<file path="src/design/sms_pkg.sv">
// Shared types for the stable merge sorter.
// Holds the element word type, the per-cell state and the cell control group.
// No dependencies.
package sms_pkg;

  localparam int unsigned DataWidth = 32;

  typedef logic signed [DataWidth-1:0] data_t;

  // One slot of the sorting row.
  typedef struct packed {
    logic  valid;
    data_t value;
  } slot_t;

  // Control broadcast from the top level to every cell.
  typedef struct packed {
    logic insert;  // place value_i into the sorted row
    logic drain;   // shift the row toward cell 0 by one slot
  } cell_ctl_t;

endpackage

</file>
<file path="src/design/sms_cell.sv">
// One cell of the sorting row: holds a single element and its valid bit.
// Depends on sms_pkg for the slot and control types.
module sms_cell
  import sms_pkg::*;
(
  input  logic      clk_i,
  input  logic      rst_ni,
  input  cell_ctl_t ctl_i,
  input  data_t     new_value_i,
  input  slot_t     left_i,
  input  logic      left_gt_i,
  input  slot_t     right_i,
  output slot_t     slot_o,
  output logic      gt_o
);

  logic  valid_q, valid_d;
  data_t value_q, value_d;

  // Insert before this slot when it is empty or holds a strictly larger key,
  // so equal keys keep their arrival order.
  assign gt_o   = !valid_q || (new_value_i < value_q);
  assign slot_o = '{valid: valid_q, value: value_q};

  always_comb begin
    valid_d = valid_q;
    value_d = value_q;
    if (ctl_i.drain) begin
      valid_d = right_i.valid;
      value_d = right_i.value;
    end else if (ctl_i.insert) begin
      if (left_gt_i) begin
        // make room: take the left neighbor's element
        valid_d = left_i.valid;
        value_d = left_i.value;
      end else if (gt_o) begin
        valid_d = 1'b1;
        value_d = new_value_i;
      end
    end
  end

  always_ff @(posedge clk_i or negedge rst_ni) begin
    if (!rst_ni) begin
      valid_q <= 1'b0;
    end else begin
      valid_q <= valid_d;
    end
  end

  always_ff @(posedge clk_i) begin
    value_q <= value_d;
  end

endmodule

</file>
<file path="config.mk">
export PLATFORM = sky130hd
export DESIGN_NAME = sms_cell
export DESIGN_NICKNAME = d
export VERILOG_FILES = /design/src/design/sms_pkg.sv /design/src/design/sms_cell.sv
export SDC_FILE = /design/constraint.sdc
export NUM_CORES = 1
export LEC_CHECK = 0
export BUFFER_PORTS_ARGS = -buffer_cell sky130_fd_sc_hd__buf_2
export CAP_MARGIN = 10
export CORE_MARGIN = 2
export CORE_UTILIZATION = 46
export DETAILED_ROUTE_END_ITERATION = 7
export GPL_TIMING_DRIVEN = 1
export PLACE_DENSITY = 0.82
export SLEW_MARGIN = 40
export SYNTH_ARGS = -nofsm -noshare
export SYNTH_HDL_FRONTEND = slang
export SYNTH_SLANG_ARGS = --single-unit
</file>
<file path="constraint.sdc">
create_clock -name clk_i -period 3.7 [get_ports clk_i]
set_clock_uncertainty 0.1 [all_clocks]
set_input_delay 0.555 -clock clk_i [delete_from_list [all_inputs] [get_ports clk_i]]
set_output_delay 0.555 -clock clk_i [all_outputs]
set_load 0.005 [all_outputs]
</file>
==> summary.md, run 1 <==
| Metric | Value |
|---|---|
| Seq/Total Area, Yosys | `38.7%` |
| P per Cell Area | `326 nW/um^2` |
| Clk_lat worst skew | `280 ps` |
| Post_cts resized | `0` |
| Routed len/inst | `between 10 and 15 um` |
| Measured slew at the worst slew-check pin | `580 ps` |
| Clk slew on worst S/H paths | `around 70 ps` |
| Final hold slack | `388 ps` |
| VDD IR max | `between 0.00015 and 0.0002 V` |
| Post-DRT Antenna Nets | `0` |
| Syn Area/Cell | `9.69 um^2` |
| Placed Instances | `between 400 and 500` |
| Fill cells | `461` |
| Synthesis warning total | `0` |
| Req. time, crit path | `about 3000 ps` |
| Placer congestion estimate | `roughly 0.75` |
| Gr busiest metal | `met2` |
| Startpoint types | `primary input` |
| Core area | `roughly 5400 um^2` |
| Area growth, synth to finish | `33.8%` |
| Static Leak | `0.00176 uW` |
| Final cycle utilization of the critical path | `between 80% and 90%` |
| Via Count | `about 2400` |
| Final Slew Violations | `0` |
| Congestion Overflow GR | `0` |
| Die width | `78.4 um` |
| Register bit total from synthesis | `33` |
| Setup ws final | `714 ps` |
| Antenna Cells | `0` |
| Root buf cell | `clkbuf_8` |
| Vias in the first global route | `2267` |
| Tot GR Track Use | `between 20% and 30%` |
| Detailed-route DRC error count | `0` |
| Placed instance area | `3310 um^2` |
| Setup violators final | `0` |
| Post-route cell area | `3410 um^2` |
| Final Hold Viols | `0` |
| Setup TNS | `0 ps` |
| Num CTS Buffers | `5` |
| Synth Instances | `263` |
| Die Area | `6150 um^2` |
| First-pass GRT wire length | `10.1 mm` |
| Met3 Usage GRT | `4.02%` |
| Ports | `roughly 140` |
| Post-Place Worst Slack | `just over 700 ps` |
| Fin cells | `471` |
| Total of max-cap violations | `0` |
| WL final | `around 6.4 mm` |
| CTS tree | `built` |
| Syn_nets | `397` |
| Largest fanout on the critical path | `4` |
| Vias per cell | `5.01` |
| M1 GR Usage | `25.3%` |
| I/O Buffers | `136` |
| Starting DRT DRC Count | `86` |
| Seq. cell area | `approximately 990 um^2` |
| Multi-input logic area | `1400 um^2` |
| Final net count | `532` |
| Clock Path Buffers | `2` |
| Critical Path Sink Type | `primary output` |
| Pin count of the biggest net entering global routing | `37` |
| Min Tclk post-route | `2990 ps` |
| Worst Setup Path Type | `primary input to primary output` |
| Initial antenna violation count | `0` |
| Cell Area, Synth | `2550 um^2` |
| RSZ-0062 raised after global routing | `false` |
| Rel. slew slack | `61.3%` |
| Status | `finished clean` |
| Met2 Usage GRT | `37.6%` |
| Fmax | `~0.33 GHz` |
| # H-tree levels | `2` |
| Worst Hold Class | `primary input to register` |
| Site Rows | `27` |
| Synth cell types | `36` |
| Initial Util | `46.8%` |
| Die Ht | `78.4 um` |
| Crit path DAT | `~2300 ps` |
| DR pass1 iterations | `4` |
| Post-DP HPWL | `just over 5 mm` |
| CTS sink count | `33` |
| Share of cells above drive strength 1 | `38.8%` |
-- synthesized netlist by cell type --
| master | n | area [um^2] |
|---|---|---|
| o2bb2ai_2 | 1 | 15.0 |
| a211oi_1 | 1 | 7.51 |
| ha_1 | 31 | 388 |
| clkbuf_1 | 8 | 30.0 |
| nor2_2 | 2 | 12.5 |
| dfrtp_1 | 1 | 25.0 |
| o22ai_1 | 1 | 6.26 |
| a21o_1 | 1 | 7.51 |
| o2111ai_1 | 1 | 8.76 |
| edfxtp_1 | 32 | 961 |
| buf_2 | 3 | 15.0 |
| a221oi_1 | 2 | 17.5 |
| nand4_4 | 1 | 21.3 |
| or4_4 | 1 | 11.3 |
| o21ai_1 | 1 | 5.00 |
| o21ai_0 | 35 | 175 |
| and4_1 | 2 | 17.5 |
| o31ai_1 | 1 | 7.51 |
| nand3_1 | 2 | 10.0 |
| buf_4 | 1 | 7.51 |
| nor2_1 | 4 | 15.0 |
| inv_1 | 31 | 116 |
| nand2b_1 | 1 | 6.26 |
| nand4_2 | 1 | 12.5 |
| o2bb2ai_1 | 2 | 17.5 |
| a21oi_1 | 9 | 45.0 |
| a2111oi_0 | 1 | 8.76 |
| mux2i_1 | 33 | 330 |
| a221oi_4 | 1 | 26.3 |
| and2b_2 | 1 | 8.76 |
| nand2_1 | 43 | 161 |
| and2_2 | 1 | 7.51 |
| nor3_1 | 2 | 10.0 |
| nand4_1 | 2 | 12.5 |
| o211ai_1 | 1 | 7.51 |
| and2_1 | 2 | 12.5 |
-- critical path: stages --
cell	delay, ps
buf_2	110
ha_1	340
nand4_2	160
or4_4	570
nor2_2	130
o2bb2ai_2	130
nor2_2	60
mux2i_1	140
buf_2	130
-- per-layer routing --
metal  up-vias  share of wire, %
met2        81                51
met1      1057                42
met5         -                 0
li1       1211                 -
met3        13               4.9
met4         0               1.9
-- per-stage QoR --
| stage | total power [uW] | utilization [%] |
|---|---|---|
| 2_1_floorplan | 686 | - |
| 3_3_place_gp | 826 | 60.8 |
| 3_5_place_dp | 843 | 60.8 |
| 4_1_cts | 1120 | 62.7 |
| 5_1_grt | 1190 | 62.7 |
| 6_report | 1110 | 62.7 |
-- cell usage in the layout, fill, tap and decap left out, types with 2 or more instances in the layout --
master     netlist  routed
buf_2            3     136
nand2_1         43      43
o21ai_0         35      35
mux2i_1         33      33
edfxtp_1        32      32
inv_1           31      31
ha_1            31      31
a21oi_1          9       9
clkbuf_8         0       6
nor2_1           4       3
nand4_1          2       2
nor3_1           2       2
nand3_1          2       2
a221oi_1         2       2
and2_1           2       2
and4_1           2       2
nor2_2           2       2
o2bb2ai_1        2       2
clkbuf_1         8       2
buf_4            1       2
-- final timing paths --
check | startpoint | to | slack (ps) | depth (start not counted)
setup / recovery | new_value_i[31] | gt_o | 710 | 9
hold reg to reg | valid_q$_DFFE_PN0P_ | valid_q$_DFFE_PN0P_ | 570 | 2
max in group asynchronous | rst_ni | valid_q$_DFFE_PN0P_ | 2890 | 2
min in group asynchronous | rst_ni | valid_q$_DFFE_PN0P_ | 530 | 2
hold / removal | right_i[32] | valid_q$_DFFE_PN0P_ | 390 | 3
setup reg to reg | value_q[21]$_DFFE_PP_ | value_q[3]$_DFFE_PP_ | 1140 | 9
-- cell type report --
| cell class | count | share of cell area [%] |
|---|---|---|
| multi-input cells | 187 | 41.1 |
| flip-flops and latches | 33 | 28.9 |
| repair buffers | 140 | 21.3 |
| well taps | 72 | 2.64 |
| clock buffers | 8 | 2.64 |
| inverters | 31 | 3.41 |
-- cell families after synthesis --
logic type	count (synthesis)	synth area share, %
AOI/OAI and AO/OA	58	13.9
adders and majority gates	31	15.2
buffers and inverters	43	6.63
DFF	33	38.7
muxes	33	13.0
and+or+nand+nor	65	12.5
-- state kept, by name, indices dropped and copies added (netlist names) --
register,flops
value_q,32
valid_q,1
-- power breakdown --
| group | leakage, uW | switching (uW) | internal [uW] | total [uW] |
|---|---|---|---|---|
| combinational | 0.00138 | 182 | 166 | 348 |
| sequential | 0.000341 | 21.0 | 466 | 487 |
| clock | 0.0000455 | 127 | 152 | 278 |
| total | 0.00176 | 329 | 784 | 1110 |
-- what timing repair did --
| action | CTS | global route |
|---|---|---|
| buffers inserted | 0 | 0 |
| endpoints found under the hold margin | 1 | 0 |
| hold buffers | 1 | 0 |
Power figures use the tool's default switching activity.
==> run 2, diff against run 1 <==
- clock period: 3.7 -> 3 ns (I/O delays scaled with it)
==> summary.md, run 2 (same netlist as run 1, synthesis figures left out) <==
| Metric | Value |
|---|---|
| Post-route cell area | `3520 um^2 (was 3410 um^2)` |
| RSZ-0062 raised after global routing | `false (unchanged)` |
| Worst Setup Path Type | `register to primary output (was primary input to primary output)` |
| Die Area | `6150 um^2 (unchanged)` |
| Final Hold Viols | `0 (unchanged)` |
| I/O Buffers | `136 (unchanged)` |
| Vias per cell | `5.05 (was 5.01)` |
| Root buf cell | `clkbuf_8 (unchanged)` |
| Setup ws final | `81.8 ps (was 714 ps)` |
| Largest fanout on the critical path | `4 (unchanged)` |
| R2R Setup Slk | `260 ps (was 1140 ps)` |
| Setup TNS | `0 ps (unchanged)` |
| Static Leak | `0.00180 uW (was 0.00176 uW)` |
| Max reg flops | `32 (unchanged)` |
| Share of cells above drive strength 1 | `40.7% (was 38.8%)` |
| DR pass1 iterations | `6 (was 4)` |
| Congestion Overflow GR | `0 (unchanged)` |
| # H-tree levels | `2 (unchanged)` |
| Fmax | `0.343 GHz` |
| Clock Path Buffers | `2 (unchanged)` |
| Largest registers | `value_q x32, valid_q x1 (unchanged)` |
| Startpoint types | `register (was primary input)` |
| Min Tclk post-route | `around 2900 ps` |
| Area growth, synth to finish | `38.4% (was 33.8%)` |
| Pin count of the biggest net entering global routing | `67 (was 37)` |
| Crit path to | `gt_o (unchanged)` |
| Vias in the first global route | `2397 (was 2267)` |
| Critical Path Sink Type | `primary output (unchanged)` |
| Final hold slack | `281 ps (was 388 ps)` |
| Initial Util | `46.8% (unchanged)` |
| Req. time, crit path | `2450 ps (was 3040 ps)` |
| Worst R2R Start | `value_q[5]$_DFFE_PP_ (was value_q[21]$_DFFE_PP_)` |
| WL final | `6.62 mm (was 6.38 mm)` |
| Post-Place Worst Slack | `48.5 ps (was 708 ps)` |
| Biggest register | `value_q (unchanged)` |
| Commonest non-fill, non-tap cell in the layout | `buf_2 (unchanged)` |
| Routed len/inst | `13.9 um (was 13.5 um)` |
| Post-DP HPWL | `5.12 mm (was 5.07 mm)` |
| Placer congestion estimate | `0.791 (was 0.751)` |
| Site Rows | `27 (unchanged)` |
| Die width | `78.4 um (unchanged)` |
| Tot GR Track Use | `21.5% (was 21.0%)` |
| Final Slew Violations | `0 (unchanged)` |
| Rel. slew slack | `61.6% (was 61.3%)` |
| P per Cell Area | `402 nW/um^2 (was 326 nW/um^2)` |
| Crit. Startpoint | `value_q[29]$_DFFE_PP_ (was new_value_i[31])` |
| Core area | `5440 um^2 (unchanged)` |
| Total of max-cap violations | `0 (unchanged)` |
| Final net count | `538 (was 532)` |
| Initial antenna violation count | `0 (unchanged)` |
| Ports | `137 (unchanged)` |
| Clk_lat worst skew | `290 ps (was 280 ps)` |
| Status | `finished clean (unchanged)` |
| Placed instance area | `3360 um^2 (was 3310 um^2)` |
| Fill cells | `480 (was 461)` |
| Setup bufs post-CTS | `0 (unchanged)` |
| Die Ht | `78.4 um (unchanged)` |
| VDD IR max | `0.000233 V (was 0.000175 V)` |
| Multi-input logic area | `1460 um^2 (was 1400 um^2)` |
| Detailed-route DRC error count | `0 (unchanged)` |
| Crit path DAT | `2370 ps (was 2330 ps)` |
| Clk slew on worst S/H paths | `70 ps (about the same)` |
| Measured slew at the worst slew-check pin | `576 ps (was 580 ps)` |
| Setup violators final | `0 (unchanged)` |
| Num CTS Buffers | `5 (unchanged)` |
| Antenna Cells | `0 (unchanged)` |
| R2r worst-path depth | `9 (unchanged)` |
| CTS sink count | `33 (unchanged)` |
| First-pass GRT wire length | `10.3 mm (was 10.1 mm)` |
| Post-DRT Antenna Nets | `0 (unchanged)` |
| Via Count | `2409 (was 2362)` |
| Final cycle utilization of the critical path | `97.3%` |
| R2R Path End | `value_q[22]$_DFFE_PP_ (was value_q[3]$_DFFE_PP_)` |
| Starting DRT DRC Count | `81 (was 86)` |
| Seq. cell area | `986 um^2 (unchanged)` |
| Most frequent cells in the layout | `136 x buf_2, 43 x nand2_1, 34 x o21ai_0 (was 136 x buf_2, 43 x nand2_1, 35 x o21ai_0)` |
| Worst Hold Class | `primary input to register (unchanged)` |
| CTS tree | `built (unchanged)` |
==> run 2: per-layer routing <==
metal	GRT usage (%)	vias to the layer above	routed length (um)
met2	40.5	82	3440
met5	0	-	0
met4	7.19	0	139
li1	-	1227	-
met3	4.71	11	323
met1	23.7	1089	2720
==> run 2: critical path: stages (launching register included) <==
cell	delay, ps
edfxtp_1	350
inv_1	40
ha_1	330
nand4_4	120
or4_4	590
nor2_4	110
o2bb2ai_2	110
buf_4	130
nor2_2	30
mux2i_1	130
buf_2	140
==> run 2: cell type report <==
class / count / area share (%)
Sequential cell: 33 / 28.0
Timing Repair Buffer: 146 / 22.1
Tap cell: 72 / 2.56
Inverter: 31 / 3.30
Multi-Input combinational cell: 187 / 41.5
Clock buffer: 8 / 2.56
==> run 2: what timing repair did <==
action                     in CTS  in global routing
hold buffers                    1                  0
setup endpoints to repair       1                  1
pin swaps                       1                  4
resized for setup               1                  6
hold endpoints to repair        1                  0
==> run 2: worst min-delay path by stage <==
stage                     slack, ps  cells after the start   startpoint             endpoint
after global placement          120                      1       rst_ni  valid_q$_DFFE_PN0P_
final                           280                      3  right_i[32]  valid_q$_DFFE_PN0P_
after global routing            300                      3  right_i[32]  valid_q$_DFFE_PN0P_
after CTS                       280                      3  right_i[32]  valid_q$_DFFE_PN0P_
after detailed placement        130                      1       rst_ni  valid_q$_DFFE_PN0P_
after floorplan                  50                      0       rst_ni  valid_q$_DFFE_PN0P_
==> run 2: per-stage QoR <==
step,utilization [%],std cells,total power (uW)
4_1_cts,63.9,477,1420
3_5_place_dp,61.8,468,1060
5_1_grt,64.8,477,1510
2_1_floorplan,-,263,846
3_3_place_gp,61.3,467,1030
6_report,64.8,477,1420
==> run 2: power breakdown <==
part           total, uW  internal, uW  leakage (uW)  switching (uW)
Combinational        467           231       0.00141             237
Clock                348           187     0.0000455             161
Sequential           600           575      0.000341            25.6
==> run 3, diff against run 2 <==
- CELL_PAD_IN_SITES_DETAIL_PLACEMENT: not set -> 0
- CELL_PAD_IN_SITES_GLOBAL_PLACEMENT: not set -> 1
- CORE_UTILIZATION: 46 -> 33
- PLACE_DENSITY: 0.82 -> not set
- PLACE_DENSITY_LB_ADDON: not set -> 0.1
- SETUP_SLACK_MARGIN: not set -> 0.2
==> summary.md, run 3 (same netlist as run 1, synthesis figures left out) <==
| Metric | Value |
|---|---|
| Status | `finished clean (unchanged)` |
| Clk pwr share | `23.2% (was 24.6%)` |
| Hold Path End | `valid_q$_DFFE_PN0P_ (unchanged)` |
| Flop pwr share | `42.0% (was 42.4%)` |
| R2R Path End | `value_q[22]$_DFFE_PP_ (unchanged)` |
| Worst Hold Class | `primary input to register (unchanged)` |
| Post-DP HPWL | `5.18 mm (was 5.12 mm)` |
| Met3 Usage GRT | `5.26% (was 4.71%)` |
| Slowest stage delay, CP | `580 ps (was 590 ps)` |
| Post-Place Worst Slack | `72.9 ps (was 48.5 ps)` |
| Sw frac | `30.2% (was 29.9%)` |
| Via Count | `2366 (was 2409)` |
| Clk slew on worst S/H paths | `70 ps (about the same)` |
| Commonest non-fill, non-tap cell in the layout | `buf_2 (unchanged)` |
| Post-DRT Antenna Nets | `0 (unchanged)` |
| R2R Setup Slk | `410 ps (was 260 ps)` |
| Largest fanout on the critical path | `3 (was 4)` |
| Comb power frac | `34.9% (was 33.0%)` |
| Seq. cell area | `986 um^2 (unchanged)` |
| Area growth, synth to finish | `44.7% (was 38.4%)` |
| I/O Buffers | `136 (unchanged)` |
| Final hold slack | `286 ps (was 281 ps)` |
| Core area | `7610 um^2 (was 5440 um^2)` |
| Met2 Usage GRT | `27.6% (was 40.5%)` |
| Die width | `91.9 um (was 78.4 um)` |
| Clock Path Buffers | `2 (unchanged)` |
| Antenna Cells | `0 (unchanged)` |
| Final Slew Violations | `0 (unchanged)` |
| VDD IR max | `0.000174 V (was 0.000233 V)` |
| Beginning of the worst hold path | `right_i[32] (unchanged)` |
| Largest registers | `value_q x32, valid_q x1 (unchanged)` |
| Cell Int Power | `1000 uW (was 992 uW)` |
| DR pass1 iterations | `4 (was 6)` |
| Placed instance area | `3440 um^2 (was 3360 um^2)` |
| # H-tree levels | `2 (unchanged)` |
| Initial antenna violation count | `0 (unchanged)` |
| Worst R2R Start | `value_q[23]$_DFFE_PP_ (was value_q[5]$_DFFE_PP_)` |
| M1 GR Usage | `20.1% (was 23.7%)` |
| Die Area | `8440 um^2 (was 6150 um^2)` |
| WL final | `6.64 mm (was 6.62 mm)` |
| Site Rows | `32 (was 27)` |
| Worst Setup Path Type | `register to primary output (unchanged)` |
| Critical Path Sink Type | `primary output (unchanged)` |
| Most frequent cells in the layout | `136 x buf_2, 43 x nand2_1, 35 x o21ai_0 (was 136 x buf_2, 43 x nand2_1, 34 x o21ai_0)` |
| Share of cells above drive strength 1 | `43.4% (was 40.7%)` |
| Num CTS Buffers | `5 (unchanged)` |
| Gr busiest metal | `met2 (unchanged)` |
| Ports | `137 (unchanged)` |
| Pin count of the biggest net entering global routing | `67 (unchanged)` |
| Min Tclk post-route | `2970 ps (was 2920 ps)` |
| Root buf cell | `clkbuf_8 (unchanged)` |
| Routed len/inst | `12.8 um (was 13.9 um)` |
| Total of max-cap violations | `0 (unchanged)` |
| Final net count | `550 (was 538)` |
| Fmax | `0.337 GHz (was 0.343 GHz)` |
| Switching power of the nets | `432 uW (was 423 uW)` |
| Post-route cell area | `3690 um^2 (was 3520 um^2)` |
| Congestion Overflow GR | `0 (unchanged)` |
| Die Ht | `91.9 um (was 78.4 um)` |
| CTS tree | `built (unchanged)` |
| R2r worst-path depth | `11 (was 9)` |
| Worst-path cell chain | `inv_2 -> ha_4 -> buf_6 -> nand4_4 -> or4_4 -> nor2_4 -> o2bb2ai_2 -> buf_4 -> nor2_2 -> mux2i_1 -> buf_2 (was inv_1 -> ha_1 -> nand4_4 -> or4_4 -> nor2_4 -> o2bb2ai_2 -> buf_4 -> nor2_2 -> mux2i_1 -> buf_2)` |
| Vias in the first global route | `2446 (was 2397)` |
| Vias per cell | `4.56 (was 5.05)` |
| Rel. slew slack | `61.6% (about the same)` |
| Clk_lat worst skew | `290 ps (about the same)` |
| P per Cell Area | `388 nW/um^2 (was 402 nW/um^2)` |
| Startpoint types | `register (unchanged)` |
| Tot GR Track Use | `16.4% (was 21.5%)` |
| Measured slew at the worst slew-check pin | `576 ps (about the same)` |
| Detailed-route DRC error count | `0 (unchanged)` |
| Hold Path Depth | `3 (unchanged)` |
| Max reg flops | `32 (unchanged)` |
| CP max-delay cell | `or4_4 (unchanged)` |
| Final cycle utilization of the critical path | `98.9% (was 97.3%)` |
| Static Leak | `0.00185 uW (was 0.00180 uW)` |
| Setup ws final | `32.5 ps (was 81.8 ps)` |
| Req. time, crit path | `2450 ps (about the same)` |
| Crit path DAT | `2420 ps (was 2370 ps)` |
| Placer congestion estimate | `0.705 (was 0.791)` |
| Final Hold Viols | `0 (unchanged)` |
| Core Util, Final | `48.5% (was 64.8%)` |
| CTS sink count | `33 (unchanged)` |
| Setup TNS | `0 ps (unchanged)` |
| RSZ-0062 raised after global routing | `true (was false)` |
| Initial Util | `33.5% (was 46.8%)` |
| Fill cells | `785 (was 480)` |
| Multi-input logic area | `1490 um^2 (was 1460 um^2)` |
| Biggest register | `value_q (unchanged)` |
| Setup violators final | `0 (unchanged)` |
| Starting DRT DRC Count | `31 (was 81)` |
| First-pass GRT wire length | `11.0 mm (was 10.3 mm)` |
-- run 3: changes by cell type in the layout (fill, tap and decap cells not counted) --
cell | before | now
inv_1 | 31 | 28
ha_4 | 4 | 6
o21ai_1 | 2 | 1
ha_1 | 27 | 25
clkbuf_8 | 6 | 5
buf_6 | 0 | 3
clkbuf_1 | 2 | 3
o21ai_0 | 34 | 35
buf_4 | 8 | 16
buf_8 | 0 | 1
inv_2 | 0 | 3
-- run 3: routing by layer --
layer / share of wire (%) / vias up
met4: 1.5 / 0
met3: 7.6 / 8
met1: 45 / 1027
li1: - / 1247
met2: 46 / 84
met5: 0 / -
-- run 3: stage by stage --
step,total power [uW],cells
after floorplan,846,263
after global placement,1050,500
after detailed placement,1070,502
after CTS,1440,519
after global routing,1530,519
final,1430,519
-- run 3: power by group through the flow --
stage / combinational [uW] / clock, uW / sequential, uW
after floorplan: 231 / 0 / 615
after global placement: 441 / 0 / 609
after detailed placement: 458 / 0 / 611
after CTS: 501 / 338 / 602
after global routing: 565 / 361 / 608
final: 499 / 332 / 601
-- run 3: repair_timing --
| action | CTS | global route |
|---|---|---|
| hold buffers | 1 | 0 |
| resized for setup | 13 | 1 |
| setup endpoints to repair | 1 | 29 |
| setup buffers | 8 | 0 |
| pin swaps | 5 | 2 |
| endpoints found under the hold margin | 1 | 0 |
-- run 3: final cells by class --
type | instances | area share [%]
sequential | 33 | 26.7
multi-input combinational | 187 | 40.4
inverter | 31 | 3.16
tap | 102 | 3.46
timing repair buffer | 158 | 24.1
clock buffer | 8 | 2.17
-- run 3: worst max-delay path by stage --
stage / from / to / slack (ps)
detailed placement: new_value_i[27] / gt_o / 70
CTS: value_q[23]$_DFFE_PP_ / gt_o / 50
global route: value_q[23]$_DFFE_PP_ / gt_o / -50
finish: value_q[23]$_DFFE_PP_ / gt_o / 30
global placement: new_value_i[5] / value_q[27]$_DFFE_PP_ / -90
floorplan: new_value_i[5] / value_q[0]$_DFFE_PP_ / 410
-- run 3: critical path: cells and delay by family, from the launching register on --
family,cells,cell delay [ps]
compound gates,1,110
mux,1,160
fa+ha+maj,1,270
buf+inv,4,430
simple gates,4,800
flops,1,360
